$ cat src/dmqi_pkg.sv
// dmqi_pkg: shared constants, types and arithmetic helpers for the
// 8-point DCT / mask / quantize / inverse DCT core. No dependencies.
`timescale 1ns / 1ps

package dmqi_pkg;

  localparam int POINTS     = 8;
  localparam int IDX_W      = 3;
  localparam int SAMPLE_W   = 8;
  localparam int COEF_W     = 11;
  localparam int LEVEL_W    = 9;
  localparam int COS_W      = 16;
  localparam int VAL_W      = 12;
  localparam int PROD_W     = 28;
  localparam int ACC_W      = 30;
  localparam int RECIP_W    = 16;
  localparam int RECIP_SH   = 17;
  localparam int STEP_W     = 5;
  localparam int BLOCK_W    = POINTS * SAMPLE_W;
  localparam int CFG_IDX_W  = 2;
  localparam int CFG_DATA_W = 8;
  localparam int ROUND_SH   = 15;

  localparam logic [CFG_IDX_W-1:0] REG_MASK  = 2'd0;
  localparam logic [CFG_IDX_W-1:0] REG_QUANT = 2'd1;

  typedef enum logic [2:0] {
    B_IDLE,
    B_FWD,
    B_QNT,
    B_QMB,
    B_INV,
    B_RND
  } back_state_t;

  // cos((2x+1)u pi/16) in Q14, orthonormal row 0 at 1/sqrt2
  function automatic logic signed [COS_W-1:0] cos_coef(logic [IDX_W-1:0] u,
                                                       logic [IDX_W-1:0] x);
    logic [6:0]  prod;
    logic [4:0]  p;
    logic [3:0]  m;
    logic        neg;
    logic [14:0] mag;
    prod = {3'b000, x, 1'b1} * {4'b0000, u};
    p    = prod[4:0];
    neg  = 1'b0;
    if (p <= 5'd8) begin
      m = p[3:0];
    end else if (p <= 5'd16) begin
      m   = 4'(5'd16 - p);
      neg = 1'b1;
    end else if (p <= 5'd24) begin
      m   = 4'(p - 5'd16);
      neg = 1'b1;
    end else begin
      m = 4'(6'd32 - {1'b0, p});
    end
    case (m)
      4'd0:    mag = 15'd16384;
      4'd1:    mag = 15'd16069;
      4'd2:    mag = 15'd15137;
      4'd3:    mag = 15'd13623;
      4'd4:    mag = 15'd11585;
      4'd5:    mag = 15'd9102;
      4'd6:    mag = 15'd6270;
      4'd7:    mag = 15'd3196;
      default: mag = 15'd0;
    endcase
    if (u == '0) begin
      mag = 15'd11585;
    end
    cos_coef = neg ? -$signed({1'b0, mag}) : $signed({1'b0, mag});
  endfunction

  // scale by sqrt(2/8) = 1/2, drop Q14, round half away, saturate
  function automatic logic signed [COEF_W-1:0] round_sat(logic signed [ACC_W-1:0] acc);
    logic             neg;
    logic [ACC_W-1:0] mag;
    logic [ACC_W-1:0] sum;
    logic [14:0]      r;
    neg = acc[ACC_W-1];
    mag = neg ? ACC_W'(-acc) : ACC_W'(acc);
    sum = mag + ACC_W'(1 << (ROUND_SH - 1));
    r   = sum[ACC_W-1:ROUND_SH];
    if (neg) begin
      round_sat = (r > 15'd1024) ? -11'sd1024 : $signed(~r[COEF_W-1:0] + 11'd1);
    end else begin
      round_sat = (r > 15'd1023) ? 11'sd1023 : $signed(r[COEF_W-1:0]);
    end
  endfunction

  function automatic logic [STEP_W-1:0] quant_step(logic [IDX_W-1:0] u);
    quant_step = {1'b0, u, 1'b0} + 5'd3;
  endfunction

  // ceil(2^17 / step); exact truncating divide for magnitudes up to 1024
  function automatic logic [RECIP_W-1:0] quant_recip(logic [IDX_W-1:0] u);
    case (u)
      3'd0:    quant_recip = 16'd43691;
      3'd1:    quant_recip = 16'd26215;
      3'd2:    quant_recip = 16'd18725;
      3'd3:    quant_recip = 16'd14564;
      3'd4:    quant_recip = 16'd11916;
      3'd5:    quant_recip = 16'd10083;
      3'd6:    quant_recip = 16'd8739;
      default: quant_recip = 16'd7711;
    endcase
  endfunction

endpackage

$ cat src/dmqi_front.sv
// dmqi_front: sample loader, gathers eight samples into one block beat.
// Depends on dmqi_pkg.
`timescale 1ns / 1ps

module dmqi_front (
  input  logic                              clk,
  input  logic                              rst_n,
  input  logic                              in_valid,
  output logic                              in_stall,
  input  logic [dmqi_pkg::SAMPLE_W-1:0]     in_sample,
  input  logic                              q_full,
  output logic                              q_push,
  output logic [dmqi_pkg::BLOCK_W-1:0]      q_block
);

  logic [dmqi_pkg::IDX_W-1:0]    count_r;
  logic [dmqi_pkg::IDX_W-1:0]    count_nxt;
  logic [dmqi_pkg::SAMPLE_W-1:0] samples_r [dmqi_pkg::POINTS];
  logic                          accept;

  assign in_stall = q_full;
  assign accept   = in_valid && !in_stall;
  assign q_push   = accept && (count_r == 3'(dmqi_pkg::POINTS - 1));

  always_comb begin
    count_nxt = accept ? count_r + 3'd1 : count_r;
    for (int i = 0; i < dmqi_pkg::POINTS; i++) begin
      q_block[i*dmqi_pkg::SAMPLE_W +: dmqi_pkg::SAMPLE_W] =
        (i == dmqi_pkg::POINTS - 1) ? in_sample : samples_r[i];
    end
  end

  always_ff @(posedge clk) begin
    if (!rst_n) begin
      count_r <= '0;
    end else begin
      count_r <= count_nxt;
    end
  end

  always_ff @(posedge clk) begin
    if (accept) begin
      samples_r[count_r] <= in_sample;
    end
  end

endmodule

$ cat src/dmqi_fifo.sv
// dmqi_fifo: two-entry block queue between loader and transform engine.
// Depends on dmqi_pkg.
`timescale 1ns / 1ps

module dmqi_fifo (
  input  logic                          clk,
  input  logic                          rst_n,
  input  logic                          push,
  input  logic [dmqi_pkg::BLOCK_W-1:0]  wr_data,
  input  logic                          pop,
  output logic [dmqi_pkg::BLOCK_W-1:0]  rd_data,
  output logic                          full,
  output logic                          empty
);

  logic [dmqi_pkg::BLOCK_W-1:0] mem_r [2];
  logic                         wr_ptr_r;
  logic                         wr_ptr_nxt;
  logic                         rd_ptr_r;
  logic                         rd_ptr_nxt;
  logic [1:0]                   cnt_r;
  logic [1:0]                   cnt_nxt;

  assign full    = (cnt_r == 2'd2);
  assign empty   = (cnt_r == 2'd0);
  assign rd_data = mem_r[rd_ptr_r];

  always_comb begin
    wr_ptr_nxt = push ? !wr_ptr_r : wr_ptr_r;
    rd_ptr_nxt = pop ? !rd_ptr_r : rd_ptr_r;
    cnt_nxt    = cnt_r + {1'b0, push} - {1'b0, pop};
  end

  always_ff @(posedge clk) begin
    if (!rst_n) begin
      wr_ptr_r <= 1'b0;
      rd_ptr_r <= 1'b0;
      cnt_r    <= 2'd0;
    end else begin
      wr_ptr_r <= wr_ptr_nxt;
      rd_ptr_r <= rd_ptr_nxt;
      cnt_r    <= cnt_nxt;
    end
  end

  always_ff @(posedge clk) begin
    if (push) begin
      mem_r[wr_ptr_r] <= wr_data;
    end
  end

  a_no_overflow: assert property (@(posedge clk) disable iff (!rst_n)
    full |-> !push) else $error("block pushed into full queue");
  a_no_underflow: assert property (@(posedge clk) disable iff (!rst_n)
    empty |-> !pop) else $error("block popped from empty queue");
  a_cnt_range: assert property (@(posedge clk) disable iff (!rst_n)
    cnt_r != 2'd3) else $error("queue count out of range");

endmodule

$ cat src/dmqi_back.sv
// dmqi_back: shared-MAC engine, forward DCT, mask, quantize, inverse DCT,
// and the result output register. Depends on dmqi_pkg.
`timescale 1ns / 1ps

module dmqi_back (
  input  logic                                 clk,
  input  logic                                 rst_n,
  input  logic                                 q_empty,
  input  logic [dmqi_pkg::BLOCK_W-1:0]         q_data,
  output logic                                 q_pop,
  input  logic [dmqi_pkg::POINTS-1:0]          mask,
  input  logic                                 quant_en,
  output logic                                 out_valid,
  input  logic                                 out_stall,
  output logic [dmqi_pkg::IDX_W-1:0]           out_position,
  output logic signed [dmqi_pkg::COEF_W-1:0]   out_coefficient,
  output logic signed [dmqi_pkg::LEVEL_W-1:0]  out_quant_level,
  output logic signed [dmqi_pkg::COEF_W-1:0]   out_reconstructed,
  output logic                                 out_last
);

  localparam logic [dmqi_pkg::IDX_W-1:0] LAST_IDX = 3'(dmqi_pkg::POINTS - 1);

  dmqi_pkg::back_state_t              state_r, state_nxt;
  logic [dmqi_pkg::IDX_W-1:0]         u_r, u_nxt;
  logic [dmqi_pkg::IDX_W-1:0]         x_r, x_nxt;
  logic signed [dmqi_pkg::ACC_W-1:0]  acc_r, acc_nxt;
  logic [dmqi_pkg::BLOCK_W-1:0]       blk_r;
  logic signed [dmqi_pkg::COEF_W-1:0] c_r   [dmqi_pkg::POINTS];
  logic signed [dmqi_pkg::LEVEL_W-1:0] lvl_r [dmqi_pkg::POINTS];
  logic signed [dmqi_pkg::VAL_W-1:0]  v_r   [dmqi_pkg::POINTS];
  logic                               out_valid_r, out_valid_nxt;

  logic [dmqi_pkg::SAMPLE_W-1:0]      samp;
  logic signed [dmqi_pkg::COS_W-1:0]  cos_w;
  logic signed [24:0]                 fwd_prod;
  logic signed [dmqi_pkg::PROD_W-1:0] inv_prod;
  logic signed [dmqi_pkg::PROD_W-1:0] mac_prod;
  logic signed [dmqi_pkg::ACC_W-1:0]  mac_sum;
  logic signed [dmqi_pkg::COEF_W-1:0] c_raw, c_m;
  logic                               c_neg;
  logic [dmqi_pkg::COEF_W-1:0]        c_mag;
  logic [26:0]                        q_prod;
  logic [9:0]                         q;
  logic signed [dmqi_pkg::LEVEL_W-1:0] lvl_new;
  logic signed [14:0]                 v_prod;
  logic signed [dmqi_pkg::VAL_W-1:0]  v_new;
  logic                               load_blk, c_we, v_we, out_load;

  assign samp     = blk_r[{x_r, 3'b000} +: dmqi_pkg::SAMPLE_W];
  assign cos_w    = dmqi_pkg::cos_coef(u_r, x_r);
  assign fwd_prod = cos_w * $signed({1'b0, samp});
  assign inv_prod = v_r[u_r] * cos_w;
  assign mac_prod = (state_r == dmqi_pkg::B_INV) ? inv_prod : dmqi_pkg::PROD_W'(fwd_prod);
  assign mac_sum  = acc_r + dmqi_pkg::ACC_W'(mac_prod);

  always_comb begin
    c_raw  = dmqi_pkg::round_sat(acc_r);
    c_m    = mask[u_r] ? c_raw : '0;
    c_neg  = c_m[dmqi_pkg::COEF_W-1];
    c_mag  = c_neg ? dmqi_pkg::COEF_W'(-c_m) : dmqi_pkg::COEF_W'(c_m);
    q_prod = {16'd0, c_mag} * {11'd0, dmqi_pkg::quant_recip(u_r)};
    q      = q_prod[26:dmqi_pkg::RECIP_SH];
    if (!quant_en) begin
      lvl_new = '0;
    end else if (c_neg) begin
      lvl_new = (q > 10'd256) ? -9'sd256 : $signed(~q[8:0] + 9'd1);
    end else begin
      lvl_new = (q > 10'd255) ? 9'sd255 : $signed(q[8:0]);
    end
    v_prod = lvl_r[u_r] * $signed({1'b0, dmqi_pkg::quant_step(u_r)});
    v_new  = quant_en ? dmqi_pkg::VAL_W'(v_prod) : dmqi_pkg::VAL_W'(c_r[u_r]);
  end

  always_comb begin
    state_nxt = state_r;
    u_nxt     = u_r;
    x_nxt     = x_r;
    acc_nxt   = acc_r;
    load_blk  = 1'b0;
    c_we      = 1'b0;
    v_we      = 1'b0;
    out_load  = 1'b0;
    case (state_r)
      dmqi_pkg::B_IDLE: begin
        if (!q_empty) begin
          load_blk  = 1'b1;
          u_nxt     = '0;
          x_nxt     = '0;
          acc_nxt   = '0;
          state_nxt = dmqi_pkg::B_FWD;
        end
      end
      dmqi_pkg::B_FWD: begin
        acc_nxt = mac_sum;
        x_nxt   = x_r + 3'd1;
        if (x_r == LAST_IDX) begin
          state_nxt = dmqi_pkg::B_QNT;
        end
      end
      dmqi_pkg::B_QNT: begin
        c_we      = 1'b1;
        state_nxt = dmqi_pkg::B_QMB;
      end
      dmqi_pkg::B_QMB: begin
        v_we    = 1'b1;
        acc_nxt = '0;
        x_nxt   = '0;
        u_nxt   = u_r + 3'd1;
        if (u_r == LAST_IDX) begin
          state_nxt = dmqi_pkg::B_INV;
        end else begin
          state_nxt = dmqi_pkg::B_FWD;
        end
      end
      dmqi_pkg::B_INV: begin
        acc_nxt = mac_sum;
        u_nxt   = u_r + 3'd1;
        if (u_r == LAST_IDX) begin
          state_nxt = dmqi_pkg::B_RND;
        end
      end
      dmqi_pkg::B_RND: begin
        if (!out_valid_r || !out_stall) begin
          out_load = 1'b1;
          acc_nxt  = '0;
          u_nxt    = '0;
          x_nxt    = x_r + 3'd1;
          if (x_r == LAST_IDX) begin
            state_nxt = dmqi_pkg::B_IDLE;
          end else begin
            state_nxt = dmqi_pkg::B_INV;
          end
        end
      end
      default: begin
        state_nxt = dmqi_pkg::B_IDLE;
      end
    endcase
    out_valid_nxt = out_load ? 1'b1 : (out_valid_r && out_stall);
  end

  assign q_pop     = load_blk;
  assign out_valid = out_valid_r;

  always_ff @(posedge clk) begin
    if (!rst_n) begin
      state_r     <= dmqi_pkg::B_IDLE;
      u_r         <= '0;
      x_r         <= '0;
      acc_r       <= '0;
      out_valid_r <= 1'b0;
    end else begin
      state_r     <= state_nxt;
      u_r         <= u_nxt;
      x_r         <= x_nxt;
      acc_r       <= acc_nxt;
      out_valid_r <= out_valid_nxt;
    end
  end

  always_ff @(posedge clk) begin
    if (load_blk) begin
      blk_r <= q_data;
    end
    if (c_we) begin
      c_r[u_r]   <= c_m;
      lvl_r[u_r] <= lvl_new;
    end
    if (v_we) begin
      v_r[u_r] <= v_new;
    end
    if (out_load) begin
      out_position      <= x_r;
      out_coefficient   <= c_r[x_r];
      out_quant_level   <= lvl_r[x_r];
      out_reconstructed <= dmqi_pkg::round_sat(acc_r);
      out_last          <= (x_r == LAST_IDX);
    end
  end

  a_last_pos: assert property (@(posedge clk) disable iff (!rst_n)
    out_valid_r |-> (out_last == (out_position == LAST_IDX)))
    else $error("last flag out of step with position");
  a_pop_idle: assert property (@(posedge clk) disable iff (!rst_n)
    q_pop |-> (state_r == dmqi_pkg::B_IDLE))
    else $error("block taken while engine busy");
  a_no_overwrite: assert property (@(posedge clk) disable iff (!rst_n)
    (out_valid_r && out_stall) |-> !out_load)
    else $error("stalled result overwritten");

endmodule

$ cat src/dct8_mask_quant_idct_core.sv
// Throughput is set by the single shared multiply-accumulate in the back end,
// which takes a new 8-sample block only after loading the last result of the one before.
// The loader takes samples every cycle while the two-block queue has room.
// Synchronous active-low reset clears counters, queue, engine state and sets
// the mask to all ones and quantization off.
`timescale 1ns / 1ps

module dct8_mask_quant_idct_core (
  input  logic                                 clk,
  input  logic                                 rst_n,
  input  logic                                 in_valid,
  output logic                                 in_stall,
  input  logic [dmqi_pkg::SAMPLE_W-1:0]        in_sample,
  output logic                                 out_valid,
  input  logic                                 out_stall,
  output logic [dmqi_pkg::IDX_W-1:0]           out_position,
  output logic signed [dmqi_pkg::COEF_W-1:0]   out_coefficient,
  output logic signed [dmqi_pkg::LEVEL_W-1:0]  out_quant_level,
  output logic signed [dmqi_pkg::COEF_W-1:0]   out_reconstructed,
  output logic                                 out_last,
  input  logic                                 cfg_we,
  input  logic [dmqi_pkg::CFG_IDX_W-1:0]       cfg_index,
  input  logic [dmqi_pkg::CFG_DATA_W-1:0]      cfg_data
);

  logic [dmqi_pkg::POINTS-1:0]  mask_r, mask_nxt;
  logic                         quant_r, quant_nxt;
  logic                         q_push, q_pop, q_full, q_empty;
  logic [dmqi_pkg::BLOCK_W-1:0] q_wr, q_rd;

  always_comb begin
    mask_nxt  = mask_r;
    quant_nxt = quant_r;
    if (cfg_we && cfg_index == dmqi_pkg::REG_MASK) begin
      mask_nxt = cfg_data;
    end
    if (cfg_we && cfg_index == dmqi_pkg::REG_QUANT) begin
      quant_nxt = cfg_data[0];
    end
  end

  always_ff @(posedge clk) begin
    if (!rst_n) begin
      mask_r  <= '1;
      quant_r <= 1'b0;
    end else begin
      mask_r  <= mask_nxt;
      quant_r <= quant_nxt;
    end
  end

  dmqi_front u_front (
    .clk      (clk),
    .rst_n    (rst_n),
    .in_valid (in_valid),
    .in_stall (in_stall),
    .in_sample(in_sample),
    .q_full   (q_full),
    .q_push   (q_push),
    .q_block  (q_wr)
  );

  dmqi_fifo u_fifo (
    .clk    (clk),
    .rst_n  (rst_n),
    .push   (q_push),
    .wr_data(q_wr),
    .pop    (q_pop),
    .rd_data(q_rd),
    .full   (q_full),
    .empty  (q_empty)
  );

  dmqi_back u_back (
    .clk              (clk),
    .rst_n            (rst_n),
    .q_empty          (q_empty),
    .q_data           (q_rd),
    .q_pop            (q_pop),
    .mask             (mask_r),
    .quant_en         (quant_r),
    .out_valid        (out_valid),
    .out_stall        (out_stall),
    .out_position     (out_position),
    .out_coefficient  (out_coefficient),
    .out_quant_level  (out_quant_level),
    .out_reconstructed(out_reconstructed),
    .out_last         (out_last)
  );

endmodule

$ cat config.mk
export PLATFORM = sky130hd
export DESIGN_NAME = dct8_mask_quant_idct_core
export DESIGN_NICKNAME = d
export VERILOG_FILES = /design/src/dmqi_pkg.sv /design/src/dmqi_front.sv /design/src/dmqi_fifo.sv /design/src/dmqi_back.sv /design/src/dct8_mask_quant_idct_core.sv
export SDC_FILE = /design/constraint.sdc
export NUM_CORES = 2
export LEC_CHECK = 0
export ABC_CLOCK_PERIOD_IN_PS = 13210
export BUFFER_PORTS_ARGS = -buffer_cell sky130_fd_sc_hd__buf_2
export CAP_MARGIN = 20
export CORE_AREA = 2 2 342 344
export CTS_CLUSTER_DIAMETER = 30
export DETAILED_ROUTE_END_ITERATION = 10
export DIE_AREA = 0 0 344 346
export PLACE_DENSITY_LB_ADDON = 0.3
export SYNTH_ARGS = -nofsm -noshare
export SYNTH_HDL_FRONTEND = slang
export SYNTH_SLANG_ARGS = --single-unit
$ cat constraint.sdc
create_clock -name clk -period 13.21 [get_ports clk]
set_input_delay 0.6605 -clock clk [delete_from_list [all_inputs] [get_ports clk]]
set_output_delay 0.6605 -clock clk [all_outputs]
set_load 0.005 [all_outputs]
Word-level counts from Yosys, hierarchy flattened:

Memories as Yosys holds them, arrays and structs flattened. A register that Yosys moved wholly into a read port is not among the register bits.
Cells that the tools add are included.

* register bits after elaboration: 71
* RAM bits: 448
* bits in read-only memories: 120
* input port bits: 23
* memories kept: 6

* add/subtract/negate cells: 16
* multipliers: 5
* order comparisons: 8
* eq/ne operators: 20
* shift operators: 1
* mux-type cells: 60
* bitwise operators: 2
* reduce and logical (&&, ||, !) cells: 24

Memories
* u_fifo.mem_r: words 2, width 64, rd ports 1, clocked after memory_dff 1, write ports 1, RTL line dmqi_fifo.sv:16 `logic [dmqi_pkg::BLOCK_W-1:0] mem_r [2];`
* (name not given): words 8, width 15, rd ports 1, clocked after memory_dff 0, write ports 0, RTL line dmqi_pkg.sv:58 `case (m)`
* u_back.v_r: words 8, width 12, rd ports 1, clocked after memory_dff 1, write ports 1, RTL line dmqi_back.sv:31 `logic signed [dmqi_pkg::VAL_W-1:0] v_r [dmqi_pkg::POINTS];`
* u_back.c_r: words 8, width 11, rd ports 2, clocked after memory_dff 2, write ports 1, RTL line dmqi_back.sv:29 `logic signed [dmqi_pkg::COEF_W-1:0] c_r [dmqi_pkg::POINTS];`
* u_back.lvl_r: words 8, width 9, rd ports 2, clocked after memory_dff 2, write ports 1, RTL line dmqi_back.sv:30 `logic signed [dmqi_pkg::LEVEL_W-1:0] lvl_r [dmqi_pkg::POINTS];`
* u_front.samples_r: words 8, width 8, rd ports 7, clocked after memory_dff 0, write ports 1, RTL line dmqi_front.sv:18 `logic [dmqi_pkg::SAMPLE_W-1:0] samples_r [dmqi_pkg::POINTS];`

Operators by type and width (count)
* $pmux 30 s4: 1
* $pmux 16 s7: 1
* $mux 30: 3
* $shiftx 64x7->8: 1
* $mux 11: 5
* $mux 3: 15
* $mux 9: 4
* $add 30x15->30 const B: 1
* $add 30x28->30: 1
* $mux 15: 2
* $neg 30->30: 1
* $mul 12x16->28: 1
* $mux 28: 1
* $mul 11x16->27: 1
* $mul 16x9->25: 1
* $eq 3x3->1 const B: 8
* $mux 1: 19
* $pmux 3 s6: 1
* $mux 16: 1
* $neg 15->16: 1
* $gt 15x10->1 const B: 1
* $gt 15x11->1 const B: 1
* $eq 3x2->1 const B: 4
* $mul 9x6->12: 1
* 37 further kinds: 60

Longest topological paths before layout:

* depth in word-level cells: 16
* mapped depth: 61
* depth with buffers taken out: 56

By module:

From an unflattened synthesis, not the netlist that was laid out.

* cells, all modules: 3988
* area, all modules: 46111.7 um^2

By module, submodules not included
* dmqi_back: instances 1, cells each 3634, area each 38578.2 um^2
* dmqi_fifo: instances 1, cells each 220, area each 5146.2 um^2
* dmqi_front: instances 1, cells each 93, area each 1971.9 um^2
* dct8_mask_quant_idct_core: instances 1, cells each 41, area each 415.4 um^2

Worst setup path after synthesis:

No wires, ideal clock.

* path type: register to register
* from: register u_back.x_r[0] (netlist bit)
* to: register u_back.acc_r[29] (netlist bit)
* library setup time: 128 ps
* arrival: 12289 ps
* required time: 13082 ps
* path slack: 794 ps
* stages on the path, launching flop included: 54
* path buffers: 4
* path through: dfxtp_1 -> clkbuf_1 -> clkbuf_1 -> clkbuf_1 -> nand2_1 -> fa_1 -> inv_1 -> ha_1 -> inv_1 -> fa_1 -> xnor2_1 -> xnor2_1 -> xnor2_1 -> a31oi_1 -> mux2i_1 -> inv_1 -> ha_1 -> a21oi_1 -> [... 18 more ...] -> ha_1 -> a21oi_1 -> nor2b_1 -> o21a_1 -> o31a_1 -> o41ai_1 -> o211a_1 -> a2111oi_0 -> a2111oi_0 -> nor2_1 -> o211a_1 -> ha_1 -> or3_1 -> o21ai_0 -> a21oi_1 -> xor2_1 -> nand4_1 -> o211ai_1

* longest elaborated chain between the ends: 14
* elaborated cells on any way between the ends: 24
* those cells by class: 5 x add/sub; 3 x mul; 3 x order compare; 1 x shift; 11 x mux; 1 x memory

RTL lines
* from (decl): RTL line dmqi_back.sv:26 `logic [dmqi_pkg::IDX_W-1:0] x_r, x_nxt;`
* from (signal assigned): RTL line dmqi_back.sv:156 `x_r <= x_nxt;`
* $mul 4x3->5: RTL line dmqi_pkg.sv:44 `prod = {3'b000, x, 1'b1} * {4'b0000, u};`
* $sub 1x4->4 (tied with other cells): RTL line dmqi_pkg.sv:50, dmqi_pkg.sv:56
* $mux 4: RTL line dmqi_pkg.sv:52 `end else if (p <= 5'd24) begin`
* $mux 4: RTL line dmqi_pkg.sv:49 `end else if (p <= 5'd16) begin`
* $mux 4: RTL line dmqi_pkg.sv:47 `if (p <= 5'd8) begin`
* $mem_v2 8x15
* $mux 15: RTL line dmqi_pkg.sv:58
* $mux 15: RTL line dmqi_pkg.sv:69 `if (u == '0) begin`
* $neg 15->16: RTL line dmqi_pkg.sv:72 `cos_coef = neg ? -$signed({1'b0, mag}) : $signed({1'b0, mag});`
* $mux 16: RTL line dmqi_pkg.sv:72
* $mul 16x9->25 / $mul 12x16->28 (equally long branches): RTL line dmqi_back.sv:52, dmqi_back.sv:53
* $mux 28 *: RTL line dmqi_back.sv:54 `assign mac_prod = (state_r == dmqi_pkg::B_INV) ? inv_prod : dmqi_pkg::PROD_W'(fwd_prod);`
* $add 30x28->30 *: RTL line dmqi_back.sv:55 `assign mac_sum = acc_r + dmqi_pkg::ACC_W'(mac_prod);`
* $pmux 30 s4 *: RTL line dmqi_back.sv:84 `case (state_r)`
* to (signal assigned): RTL line dmqi_back.sv:157 `acc_r <= acc_nxt;`
* to (decl): RTL line dmqi_back.sv:27 `logic signed [dmqi_pkg::ACC_W-1:0] acc_r, acc_nxt;`

Every way passes the cells marked *; elsewhere a longest branch is shown, timed or not.
A chain may end at the register's enable or synchronous reset.

Worst setup path after layout:

* from: register u_back.acc_r[4] (netlist bit)
* to: memory u_back.lvl_r[3][0] (netlist bit) (data pin)

* longest elaborated chain between the ends: 16
* elaborated cells on any way between the ends: 22
* those cells by class: 5 x add/sub; 1 x mul; 4 x order compare; 10 x mux; 2 x bitwise

RTL lines
* $neg 30->30: RTL line dmqi_pkg.sv:82 `mag = neg ? ACC_W'(-acc) : ACC_W'(acc);`
* $mux 30 *: RTL line dmqi_pkg.sv:82
* $add 30x15->30 *: RTL line dmqi_pkg.sv:83 `sum = mag + ACC_W'(1 << (ROUND_SH - 1));`
* $not 11->11: RTL line dmqi_pkg.sv:86 `round_sat = (r > 15'd1024) ? -11'sd1024 : $signed(~r[COEF_W-1:0] + 11'd1);`
* $add 11x1->11: RTL line dmqi_pkg.sv:86
* $mux 11: RTL line dmqi_pkg.sv:86
* $mux 11 *: RTL line dmqi_pkg.sv:85 `if (neg) begin`
* named net u_back.c_raw, one bit: RTL line dmqi_back.sv:40 `logic signed [dmqi_pkg::COEF_W-1:0] c_raw, c_m;`
* [... 2 more ...]
* $mux 11 *: RTL line dmqi_back.sv:61 `c_mag = c_neg ? dmqi_pkg::COEF_W'(-c_m) : dmqi_pkg::COEF_W'(c_m);`
* $mul 11x16->27 *: RTL line dmqi_back.sv:62 `q_prod = {16'd0, c_mag} * {11'd0, dmqi_pkg::quant_recip(u_r)};`
* $not 9->9: RTL line dmqi_back.sv:67 `lvl_new = (q > 10'd256) ? -9'sd256 : $signed(~q[8:0] + 9'd1);`
* $add 9x1->9: RTL line dmqi_back.sv:67
* $mux 9: RTL line dmqi_back.sv:67
* $mux 9 *: RTL line dmqi_back.sv:66 `end else if (c_neg) begin`
* $mux 9 *: RTL line dmqi_back.sv:64 `if (!quant_en) begin`
* named net u_back.lvl_new, one bit: RTL line dmqi_back.sv:45 `logic signed [dmqi_pkg::LEVEL_W-1:0] lvl_new;`
* to (decl): RTL line dmqi_back.sv:30

The timed path passes the listed nets; every way through them passes the cells marked *.

==> impl_metrics.csv <==
group,metric,value,unit
route,drt_first_pass_iters,5,
setup_path,rrSetupSlack,0.91,ns
final_layout,final_nets,4851,
final_layout,final_cell_mix,"inv_1 (598), edfxtp_1 (539), fa_1 (431)",
route,wl_met1,51200,um
worst_hold_path,hp-class,"in2reg",
setup_path,timing.rr.start,"u_back.acc_r[4]",
setup_path,r2r-end,"u_back.lvl_r[3][0]",
route,ant_nets,0,
floorplanning,start_util,39.7,%
sta,tightest_slew,1.13,ns
global_route,grt_overflow,0,
synth,ys_ff_latch,598,
floorplanning,num_io_pins,60,
synth,yosys.area.top_type,"edfxtp_1",
synth,synthSimpleGateAreaFrac,11.2,%
setup_path,critPathArrivalTime,12.70,ns
cts,h-tree-depth,3,
cts,cts_buffers,115,
setup_path,worstPathRequired,13.61,ns
floorplanning,fp.dieArea,119000,um^2
synth,synth_edf_count,539,
synth,synth-main-ff-cell,"edfxtp_1",
synth,syn-num-nets,4726,
placed_design,gp_congestion,0.911,
setup_path,cp-start-kind,"flop",
sta,fmax,0.0813,GHz
sta,finalSetupViolCount,0,
synth,syn_inst,4026,
cts,cts_root_buf,"clkbuf_16",
setup_path,worst-setup-path-type,"reg2reg",
synth,synthAdderAreaFrac,25.5,%
status,status,"finished clean",
synth,async_flop_share,0,%
setup_path,crit_end,"u_back.lvl_r[3][0]",
cts,insertion_delay,0.75,ns
setup_path,crit_path_end_kind,"flop",
global_route,grt_antenna_before_repair,4,
setup_path,startpoint,"u_back.acc_r[4]",
sta,fin_crit_sh,93.1,%
synth,synth.distinct_cells,103,
cts,cts_tree,"yes",
route,drt_iter0_markers,2310,
global_route,grt_pass1_vias,31600,
global_route,grt_pass1_wl,183000,um
route,post_drt_wl_per_cell,20.1,um
route,vias,30400,
setup_path,critPathMaxStageDelay,0.59,ns
placed_design,place_hpwl,86400,um
route,routed.top_layer,"met5",
setup_path,r2r_cells,43,
synth,synth_area_leaders,"edfxtp_1 (35%), fa_1 (19%), ha_1 (6.7%)",
route,drc,0,
cts,clk_pin_slew_worst_paths,0.05,ns
synth,synth_warnings,0,
final_layout,final_layout_size_suffix_gt1_share,16.3,%
final_layout,area_growth,14.6,%
synth,synth_top_family_by_area,"adder cells",
synth,synth_compound_area_share,6.25,%
synth,muxShareOfSynthArea,9.68,%
flow_run,max-cap-violations,0,
global_route,track_usage,19.9,%
synth,syn_area_per_cell,11.4,um^2
route,routed_via_density,5.26,
placed_design,io_buffer_count,59,
sta,setup_tns,0,ns
setup_path,cp_slowest_cell,"or4_4",
global_route,grt_max_degree,67,
sta,slew_viol_final,0,
sta,hold_violations,0,
synth,synth_top_area_share,35.3,%
synth,synth_area,45800,um^2
cts,cts.path.max_buffers,3,
floorplanning,die-width,344,um
sta,period_needed,12.30,ns
sta,rsz0062_at_grt,"false",
floorplanning,die_y,346,um
final_layout,layout_commonest_cell,"inv_1",
route,met3_length,6850,um
sta,fin_skew,0.112,ns
floorplanning,core_area,115000,um^2
route,wl_met2,54500,um
synth,ys_seq_area_share,37.9,%
synth,synthXorXnorAreaFrac,3.15,%
sta,hold-worst-slack,0.165,ns
cts,clock-sinks,598,
route,finalWirelength,116000,um
sta,maxSlewHeadroom,24.1,%
setup_path,critical_path_peak_fanout,10,
floorplanning,rows,125,
==> repair_timing <==
item	in CTS	in global routing
setup buffers	0	4
setup endpoints to repair	0	69
resized for setup	0	13
hold buffers	0	0
==> critical path, delay by kind of cell, from the launching register on <==
kind	cells	cell delay, ns
xor+xnor	3	0.79
mux	2	0.72
flops	1	0.34
buf+inv	3	0.24
compound gates	13	2.81
simple gates	14	3.60
fa+ha+maj	8	3.56
==> per-stage QoR <==
step / cell area (um^2) / instances / setup WS [ns] / util [%]
floorplan: 45800 / 4026 / 0.794 / -
global placement: 48400 / 5553 / 0.533 / 41.9
detailed placement: 48400 / 5554 / 0.307 / 41.9
CTS: 52400 / 5772 / 0.323 / 45.4
global route: 52500 / 5776 / 0.00858 / 45.5
finish: 52500 / 5777 / 0.914 / 45.5
==> synth_stat cells (14+ instances only) <==
library cell,n
nor3_1,56
mux2i_1,53
inv_1,598
buf_1,20
and2_1,32
or2_2,20
mux4_2,122
fa_1,431
o21bai_1,24
a211oi_1,22
clkbuf_1,130
a21o_1,14
o21ai_0,62
nor2_1,389
a22oi_1,29
xor2_1,48
edfxtp_1,539
nand2_1,386
xnor2_1,113
mux2_2,101
or3_1,21
nor2b_1,32
and3_1,18
nand3_1,51
nand2b_1,57
ha_1,246
dfxtp_1,59
a21oi_1,126
==> worst min path at each step <==
| stage | startpoint | endpoint | cells after the start |
|---|---|---|---|
| 6_report | cfg_data[5] | mask_r[5] | 3 |
| 5_1_grt | cfg_data[4] | mask_r[4] | 3 |
| 4_1_cts | cfg_data[5] | mask_r[5] | 3 |
| 3_5_place_dp | u_front.samples_r[6][2] | u_fifo.mem_r[1][50] | 0 |
| 3_3_place_gp | u_front.samples_r[0][2] | u_fifo.mem_r[0][2] | 0 |
| 2_1_floorplan | u_front.samples_r[0][0] | u_fifo.mem_r[0][0] | 0 |
==> layout make-up <==
| type | count | area (um^2) |
|---|---|---|
| timing repair buffer | 170 | 1130 |
| fill | 10500 | 62900 |
| clock buffer | 133 | 3030 |
| tap | 1524 | 1910 |
| sequential | 598 | 17400 |
| antenna | 1 | 2.50 |
| multi-input combinational | 2664 | 25800 |
| clock inverter | 85 | 996 |
| inverter | 602 | 2260 |
==> per-layer routing <==
| metal | vias to the layer above | track usage [%] |
|---|---|---|
| li1 | 14000 | - |
| met1 | 15300 | 28.1 |
| met2 | 926 | 31.6 |
| met3 | 189 | 3.09 |
| met4 | 2 | 6.11 |
| met5 | - | 0 |
==> flip-flops by register name, summed over array words and instances, names as in the netlist, 8 cells and up, named ones only <==
name / count
u_fifo.mem_r: 128
u_back.out_quant_level: 9
u_back.lvl_r: 72
u_front.samples_r: 56
u_back.acc_r: 30
u_back.blk_r: 64
u_back.out_coefficient: 11
u_back.c_r: 88
u_back.v_r: 96
mask_r: 8
u_back.out_reconstructed: 11
==> kinds of logic (layout without fill, tap and decap cells) <==
logic type / Yosys count / after routing
xor+xnor: 163 / 163
other cells: 0 / 1
mux: 278 / 278
flops: 598 / 598
buf+inv: 764 / 990
simple gates: 1127 / 1127
fa+ha+maj: 677 / 677
compound gates: 419 / 419
Power is left out: the tool's default activity adds up to more than one toggle a clock period on the data nets, which glitch-free logic cannot reach.
